$ cat config.mk
export PLATFORM = sky130hd
export DESIGN_NAME = serial_packet_deframer_flat
export DESIGN_NICKNAME = d
export VERILOG_FILES = /design/src/rtl/sdf_pkg.sv /design/src/rtl/sdf_if.sv /design/src/rtl/serial_packet_deframer.sv /design/src/rtl/sdf_core.sv /design/src/rtl/sdf_out_reg.sv /design/src/flat_wrapper.sv
export SDC_FILE = /design/constraint.sdc
export NUM_CORES = 1
export LEC_CHECK = 0
export BUFFER_PORTS_ARGS = -buffer_cell sky130_fd_sc_hd__buf_2
export CAP_MARGIN = 20
export CELL_PAD_IN_SITES_DETAIL_PLACEMENT = 1
export CELL_PAD_IN_SITES_GLOBAL_PLACEMENT = 1
export CORE_ASPECT_RATIO = 1.5
export CORE_MARGIN = 3
export CORE_UTILIZATION = 40
export CTS_BUF_LIST = sky130_fd_sc_hd__clkbuf_8 sky130_fd_sc_hd__clkbuf_16
export CTS_CLUSTER_DIAMETER = 200
export DETAILED_ROUTE_END_ITERATION = 8
export GPL_TIMING_DRIVEN = 0
export PLACE_DENSITY = 0.77
export SETUP_SLACK_MARGIN = 0.02
export SKIP_CTS_REPAIR_TIMING = 1
export SYNTH_ARGS = -nofsm -noshare
export SYNTH_HDL_FRONTEND = slang
export SYNTH_SLANG_ARGS = --single-unit
$ cat constraint.sdc
create_clock -name clk_i -period 10.2 [get_ports clk_i]
set_clock_uncertainty 0.1 [all_clocks]
set_input_delay 1.02 -clock clk_i [delete_from_list [all_inputs] [get_ports clk_i]]
set_output_delay 1.02 -clock clk_i [all_outputs]
set_load 0.005 [all_outputs]
$ cat src/rtl/sdf_pkg.sv
// sdf_pkg: types and constants of the serial packet deframer
// used by the interfaces, the deframer core, the output register and the checker
`default_nettype none

package sdf_pkg;

  localparam logic [7:0]  StartByte    = 8'h40;
  localparam logic [7:0]  LineFeed     = 8'h0A;
  localparam logic [15:0] TimeoutReset = 16'd3000;
  localparam logic [16:0] LenHiPos     = 17'd5;
  localparam logic [15:0] MinLength    = 16'd2;
  localparam logic [16:0] TailOffset   = 17'd5;

  localparam int unsigned CfgIdxW  = 1;
  localparam int unsigned CfgDataW = 16;

  typedef enum logic [CfgIdxW-1:0] {
    CFG_TIMEOUT_TICKS = 1'b0,
    CFG_LENGTH_BE     = 1'b1
  } cfg_idx_e;

  typedef enum logic [1:0] {
    PH_HUNT = 2'd0,
    PH_SKIP = 2'd1,
    PH_HEAD = 2'd2,
    PH_BODY = 2'd3
  } phase_e;

  typedef enum logic [1:0] {
    ST_OK      = 2'd0,
    ST_BADTAIL = 2'd1,
    ST_TIMEOUT = 2'd2,
    ST_SHORT   = 2'd3
  } status_e;

  typedef struct packed {
    logic [7:0]  data_byte;
    logic [16:0] byte_index;
    logic        last;
    status_e     status;
  } result_t;

endpackage

`default_nettype wire

$ cat src/rtl/sdf_if.sv
// sdf_in_if and sdf_out_if: valid/ready channels of the deframer
// depends on sdf_pkg for the status type
`default_nettype none

interface sdf_in_if;
  logic       valid;
  logic       ready;
  logic       kind;
  logic [7:0] rx_byte;

  modport source (output valid, output kind, output rx_byte, input ready);
  modport sink (input valid, input kind, input rx_byte, output ready);
endinterface

interface sdf_out_if;
  import sdf_pkg::*;
  logic        valid;
  logic        ready;
  logic [7:0]  data_byte;
  logic [16:0] byte_index;
  logic        last;
  status_e     status;

  modport source (output valid, output data_byte, output byte_index, output last,
                  output status, input ready);
  modport sink (input valid, input data_byte, input byte_index, input last,
                input status, output ready);
endinterface

`default_nettype wire

$ cat src/rtl/serial_packet_deframer.sv
// Serial packet deframer. Takes one transaction per clock (a received byte or a
// timer tick) and returns the packet bytes with their index in the next cycle from a
// result register; the input stays ready while that register is empty or being
// taken, so the rate is one item per cycle without output stalls. The framing
// state and tick counter update in the cycle of acceptance. Outside a packet the
// block hunts for 0x40, skipping to line feed after any other byte. A packet is
// the start byte, six header bytes with a 16-bit length in bytes 5 and 6,
// length-2 body bytes and a tail marked last. Timeouts and a length below 2 end
// the packet with status 2 or 3. Register 0 is the tick budget of one read
// phase, register 1 selects big-endian length.
`default_nettype none

module serial_packet_deframer (
  input  wire logic                          clk_i,
  input  wire logic                          rst_ni,
  input  wire logic                          cfg_we_i,
  input  wire logic [sdf_pkg::CfgIdxW-1:0]   cfg_idx_i,
  input  wire logic [sdf_pkg::CfgDataW-1:0]  cfg_data_i,
  sdf_in_if.sink                             in_i,
  sdf_out_if.source                          out_o
);
  import sdf_pkg::*;

  logic    fire;
  logic    load_ok;
  logic    res_valid;
  result_t res;
  result_t out_res;

  assign in_i.ready = load_ok;
  assign fire       = in_i.valid && load_ok;

  sdf_core u_core (
    .clk_i       (clk_i),
    .rst_ni      (rst_ni),
    .cfg_we_i    (cfg_we_i),
    .cfg_idx_i   (cfg_idx_i),
    .cfg_data_i  (cfg_data_i),
    .fire_i      (fire),
    .kind_i      (in_i.kind),
    .rx_byte_i   (in_i.rx_byte),
    .res_valid_o (res_valid),
    .res_o       (res)
  );

  sdf_out_reg u_out_reg (
    .clk_i       (clk_i),
    .rst_ni      (rst_ni),
    .res_valid_i (res_valid && fire),
    .res_i       (res),
    .load_ok_o   (load_ok),
    .out_valid_o (out_o.valid),
    .out_o       (out_res),
    .out_ready_i (out_o.ready)
  );

  assign out_o.data_byte  = out_res.data_byte;
  assign out_o.byte_index = out_res.byte_index;
  assign out_o.last       = out_res.last;
  assign out_o.status     = out_res.status;

endmodule

`default_nettype wire

$ cat src/rtl/sdf_core.sv
// sdf_core: framing state, tick counter and configuration registers
// produces at most one result per accepted transaction; depends on sdf_pkg
`default_nettype none

module sdf_core (
  input  wire logic                          clk_i,
  input  wire logic                          rst_ni,
  input  wire logic                          cfg_we_i,
  input  wire logic [sdf_pkg::CfgIdxW-1:0]   cfg_idx_i,
  input  wire logic [sdf_pkg::CfgDataW-1:0]  cfg_data_i,
  input  wire logic                          fire_i,
  input  wire logic                          kind_i,
  input  wire logic [7:0]                    rx_byte_i,
  output      logic                          res_valid_o,
  output      sdf_pkg::result_t              res_o
);
  import sdf_pkg::*;

  logic [15:0] timeout_q;
  logic        len_be_q;
  phase_e      phase_q, phase_d;
  logic [16:0] pos_q, pos_d;
  logic [15:0] len_q, len_d;
  logic [7:0]  first_q, first_d;
  logic [15:0] tick_q, tick_d;
  logic [15:0] tick_inc;
  logic [15:0] len_new;

  // configuration registers
  always_ff @(posedge clk_i or negedge rst_ni) begin
    if (!rst_ni) begin
      timeout_q <= TimeoutReset;
      len_be_q  <= 1'b0;
    end else if (cfg_we_i) begin
      case (cfg_idx_e'(cfg_idx_i))
        CFG_TIMEOUT_TICKS: timeout_q <= cfg_data_i;
        CFG_LENGTH_BE:     len_be_q  <= cfg_data_i[0];
        default: ;
      endcase
    end
  end

  always_ff @(posedge clk_i or negedge rst_ni) begin
    if (!rst_ni) begin
      phase_q <= PH_HUNT;
      pos_q   <= '0;
      len_q   <= '0;
      first_q <= '0;
      tick_q  <= '0;
    end else if (fire_i) begin
      phase_q <= phase_d;
      pos_q   <= pos_d;
      len_q   <= len_d;
      first_q <= first_d;
      tick_q  <= tick_d;
    end
  end

  // saturating tick count
  assign tick_inc = (tick_q == 16'hFFFF) ? tick_q : tick_q + 16'd1;
  assign len_new  = len_be_q ? {first_q, rx_byte_i} : {rx_byte_i, first_q};

  always_comb begin
    phase_d         = phase_q;
    pos_d           = pos_q;
    len_d           = len_q;
    first_d         = first_q;
    tick_d          = tick_q;
    res_valid_o     = 1'b0;
    res_o.data_byte  = rx_byte_i;
    res_o.byte_index = pos_q;
    res_o.last       = 1'b0;
    res_o.status     = ST_OK;

    if (kind_i) begin
      tick_d = tick_inc;
      if (tick_inc >= timeout_q) begin
        if (phase_q == PH_HEAD || phase_q == PH_BODY) begin
          res_valid_o     = 1'b1;
          res_o.data_byte = 8'h00;
          res_o.last      = 1'b1;
          res_o.status    = ST_TIMEOUT;
        end
        phase_d = PH_HUNT;
        pos_d   = '0;
        tick_d  = '0;
      end
    end else begin
      case (phase_q)
        PH_HEAD: begin
          res_valid_o = 1'b1;
          pos_d       = pos_q + 17'd1;
          if (pos_q == LenHiPos) begin
            first_d = rx_byte_i;
          end else if (pos_q == LenHiPos + 17'd1) begin
            len_d = len_new;
            if (len_new < MinLength) begin
              res_o.last   = 1'b1;
              res_o.status = ST_SHORT;
              phase_d      = PH_HUNT;
              pos_d        = '0;
              tick_d       = '0;
            end else begin
              phase_d = PH_BODY;
              tick_d  = '0;
            end
          end
        end
        PH_BODY: begin
          res_valid_o = 1'b1;
          if (pos_q >= {1'b0, len_q} + TailOffset) begin
            res_o.last   = 1'b1;
            res_o.status = (rx_byte_i == LineFeed) ? ST_OK : ST_BADTAIL;
            phase_d      = PH_HUNT;
            pos_d        = '0;
            tick_d       = '0;
          end else begin
            pos_d = pos_q + 17'd1;
          end
        end
        PH_SKIP: begin
          tick_d = '0;
          if (rx_byte_i == LineFeed) phase_d = PH_HUNT;
        end
        default: begin
          tick_d = '0;
          if (rx_byte_i == StartByte) begin
            res_valid_o      = 1'b1;
            res_o.byte_index = '0;
            phase_d          = PH_HEAD;
            pos_d            = 17'd1;
          end else if (rx_byte_i != LineFeed) begin
            phase_d = PH_SKIP;
          end
        end
      endcase
    end
  end

endmodule

`default_nettype wire

$ cat src/rtl/sdf_out_reg.sv
// sdf_out_reg: result register between the core and the output channel
// loads whenever it is empty or being drained; depends on sdf_pkg
`default_nettype none

module sdf_out_reg (
  input  wire logic             clk_i,
  input  wire logic             rst_ni,
  input  wire logic             res_valid_i,
  input  wire sdf_pkg::result_t res_i,
  output      logic             load_ok_o,
  output      logic             out_valid_o,
  output      sdf_pkg::result_t out_o,
  input  wire logic             out_ready_i
);
  import sdf_pkg::*;

  logic    valid_q;
  result_t data_q;

  assign load_ok_o   = !valid_q || out_ready_i;
  assign out_valid_o = valid_q;
  assign out_o       = data_q;

  always_ff @(posedge clk_i or negedge rst_ni) begin
    if (!rst_ni) begin
      valid_q <= 1'b0;
    end else if (load_ok_o) begin
      valid_q <= res_valid_i;
    end
  end

  always_ff @(posedge clk_i) begin
    if (load_ok_o && res_valid_i) data_q <= res_i;
  end

endmodule

`default_nettype wire

$ cat src/flat_wrapper.sv
// flat-port wrapper written by rule: the top's interface ports become plain ports
module serial_packet_deframer_flat import sdf_pkg::*;
  (clk_i, rst_ni, cfg_we_i, cfg_idx_i, cfg_data_i, in_i_valid, in_i_kind, in_i_rx_byte, in_i_ready, out_o_valid, out_o_data_byte, out_o_byte_index, out_o_last, out_o_status, out_o_ready);
  sdf_in_if in_i_i ();
  sdf_out_if out_o_i ();
  input  wire logic clk_i;
  input  wire logic rst_ni;
  input  wire logic cfg_we_i;
  input  wire logic [sdf_pkg::CfgIdxW-1:0] cfg_idx_i;
  input  wire logic [sdf_pkg::CfgDataW-1:0] cfg_data_i;
  input wire logic [$bits(in_i_i.valid)-1:0] in_i_valid;
  input wire logic [$bits(in_i_i.kind)-1:0] in_i_kind;
  input wire logic [$bits(in_i_i.rx_byte)-1:0] in_i_rx_byte;
  output wire logic [$bits(in_i_i.ready)-1:0] in_i_ready;
  output wire logic [$bits(out_o_i.valid)-1:0] out_o_valid;
  output wire logic [$bits(out_o_i.data_byte)-1:0] out_o_data_byte;
  output wire logic [$bits(out_o_i.byte_index)-1:0] out_o_byte_index;
  output wire logic [$bits(out_o_i.last)-1:0] out_o_last;
  output wire logic [$bits(out_o_i.status)-1:0] out_o_status;
  input wire logic [$bits(out_o_i.ready)-1:0] out_o_ready;
  assign in_i_i.valid = in_i_valid;
  assign in_i_i.kind = in_i_kind;
  assign in_i_i.rx_byte = in_i_rx_byte;
  assign in_i_ready = in_i_i.ready;
  assign out_o_valid = out_o_i.valid;
  assign out_o_data_byte = out_o_i.data_byte;
  assign out_o_byte_index = out_o_i.byte_index;
  assign out_o_last = out_o_i.last;
  assign out_o_status = out_o_i.status;
  assign out_o_i.ready = out_o_ready;
  serial_packet_deframer u_core (.clk_i(clk_i), .rst_ni(rst_ni), .cfg_we_i(cfg_we_i), .cfg_idx_i(cfg_idx_i), .cfg_data_i(cfg_data_i), .in_i(in_i_i), .out_o(out_o_i));
endmodule
==> metrics <==
grt total ovfl=0; Avg Cell Area, Syn=9.75 um2; number of synthesized flops with an enable pin=28; Area after DPL=0.00671 mm2; Die H=158 um; worst vdd ir=72.9 uV; Final min period=5480 ps; outcome=finished, final reports clean; Layout fillers=1715; Buffers & Inverters on Critical Path=1; # IOs=61; Max Slew Vio Count=0; Worst Path Required=10080 ps; GRT Total Usage=0.210; drt pass-1 iters=4; Leak=3.11 nW; Register Area=0.00278 mm2; count leader, synth=dfrtp_1; Hold Crit Class=register to register; final hold violations=0; Overall Power=1.14 mW; number of antenna repair diodes=0; signal arrival time at the worst endpoint=5360 ps; placer congestion estimate=0.833; cell count after synthesis=629; final setup fails=0; clock-pin slew on the worst setup and hold paths=70 ps; WL/cell=18.7 um; top-area cell type share of the netlist area=0.286; max cap viols=0; DRC Markers=0; remaining antenna violation count=0; non-filler cells, final=902; P&R area growth vs syn=14.0%; syn nets=698; Core ar.=0.0148 mm2; f_max=182 MHz; Clock Tree Buf Depth=2; total number of vias=5100; DPL Wire Length=13000 um; critical path's slowest cell=nor2_4; worst skew pair latency=350 ps; Tightest Pin Transition=875 ps; peak fanout along the critical path=28; cell accounting for the most synthesized area=dfrtp_1; reg2reg setup slack=4720 ps; Synth Flop Type=dfrtp_1; first-pass GRT wire length=28100 um; DRT Wirelength=16900 um; sequential area share after synthesis=0.453; CTS tree=built; Final period util=0.537; Core Rows=54; crit-path cells=and3_1, nand3_1, nor3_1, nor2_1, nand2_1, xnor2_1, ha_1, nand4_1, a2111oi_0, a211o_1, clkbuf_1, o21ai_0, nor2_4; total CTS buffers=9; Seq cells post-synth=105; nets=770; clock sink count=105; Die W=107 um; commonest cells in the netlist=70 x dfrtp_1, 59 x nand2_1, 52 x nor2_1; pwr dens=163 mW/mm2; post-route setup TNS=0 ps; hold_ws=420 ps; largest net degree at the start of global routing=41; Max-slew headroom=0.415; launching element type of the critical path=register; initial antenna violation count=1; ys async rst share=0.733; H-tree depth=3; post-synth cell types=63; Port Buffers=60; 1st-iter DRT viols=178; starting density of the core=0.414; vias per inst=5.65; Post-Syn Area=0.00613 mm2; yosys warns=0; DP Cell Count=886; clock root buffer=clkbuf_16; die area=0.0169 mm2; share of cells above drive strength 1=0.150; RSZ-0062 raised after global routing=no; synth top area cells=dfrtp_1 29%, edfxtp_1 14%, ha_1 7.8%; crit end category=register; max incr delay on CP=730 ps; Worst path top cell family by delay=simple AND/OR/NAND/NOR gates; Multi-input gate area=0.00314 mm2; Setup CP Type=register to register; Final Cell Area=0.00699 mm2; vias in the first global route=5632
flip-flops by register name, indices dropped and copies added, names as in the netlist:
register and flops:
u_core.u_out_reg.out_valid_o 1, u_core.u_core.len_q 16, u_core.u_core.timeout_q 16, u_core.u_core.tick_q 16
u_core.u_core.pos_q 17, u_core.u_core.phase_q 2, u_core.u_out_reg.out_o 28, u_core.u_core.len_be_q 1
u_core.u_core.first_q 8
kinds of logic after synthesis:
| family | Yosys count | share of synthesized area |
|---|---|---|
| AND/OR/NAND/NOR | 223 | 0.184 |
| AO/OA/AOI/OAI | 153 | 0.163 |
| flip-flops | 105 | 0.453 |
| buffers and inverters | 56 | 0.0369 |
| adder cells (fa/ha/maj) | 38 | 0.0775 |
| multiplexers | 28 | 0.0482 |
| XOR/XNOR | 26 | 0.0371 |
final timing paths:
path,from,to,cells past startpoint
min reg2reg,u_core.u_core.timeout_q[3],u_core.u_core.timeout_q[3],2
max reg2reg,u_core.u_core.tick_q[6],u_core.u_out_reg.out_o[21],13
min in group asynchronous,rst_ni,u_core.u_core.pos_q[5],1
max,u_core.u_core.tick_q[6],u_core.u_out_reg.out_o[21],13
min,u_core.u_core.timeout_q[3],u_core.u_core.timeout_q[3],2
max in group asynchronous,rst_ni,u_core.u_core.first_q[4],2
layer usage:
metal  up-vias  share of wire  GRT usage
li1       2414              -          -
met1      2541           0.37      0.218
met2       104           0.57      0.409
met3        39          0.028     0.0253
met4         2          0.035      0.104
met5         -        0.00042          0
cell type report:
class                   count  area share
plain buffers              27      0.0168
clock buffers               9      0.0322
clock inverters             7     0.00788
inverters                  29      0.0156
multi-input cells         468       0.449
flip-flops and latches    105       0.397
well taps                 196      0.0351
repair buffers             61      0.0462
worst register-to-register path: cells and delay by family, from the launching register on:
kind	cells	cell delay (ps)
buffers and inverters	1	500
flip-flops	1	460
AO/OA/AOI/OAI	3	1240
AND/OR/NAND/NOR	7	2360
adder cells (fa/ha/maj)	1	320
XOR/XNOR	1	100
report_power, final:
part           switching (mW)  internal [mW]  leakage [nW]
sequential             0.0396          0.484          1.27
combinational           0.167          0.110          1.69
clock                   0.155          0.186         0.150
total                   0.361          0.780          3.11
placed cells by master, fill, tap and decap left out, types with 7 or more instances in the layout:
cell / count
a21o_1: 12
a21oi_1: 31
a22o_1: 10
and2_1: 18
and3_1: 11
buf_2: 60
clkbuf_1: 19
clkbuf_16: 9
dfrtp_1: 70
dfstp_2: 7
edfxtp_1: 28
ha_1: 38
inv_1: 32
mux2_2: 12
mux2i_1: 16
nand2_1: 59
nand2b_1: 8
nand3_1: 19
nand4_1: 13
nor2_1: 51
nor2b_1: 12
nor3_1: 7
o21ai_0: 47
o31ai_1: 13
xnor2_1: 15
xor2_1: 11
stage by stage:
step / worst slack (ps) / utilization
after floorplan: 5350 / -
after global placement: 3950 / 0.451
after detailed placement: 4800 / 0.453
after CTS: 4740 / 0.472
after global routing: 4370 / 0.472
final: 4720 / 0.472
No activity file was read; power rests on OpenSTA's default activity.
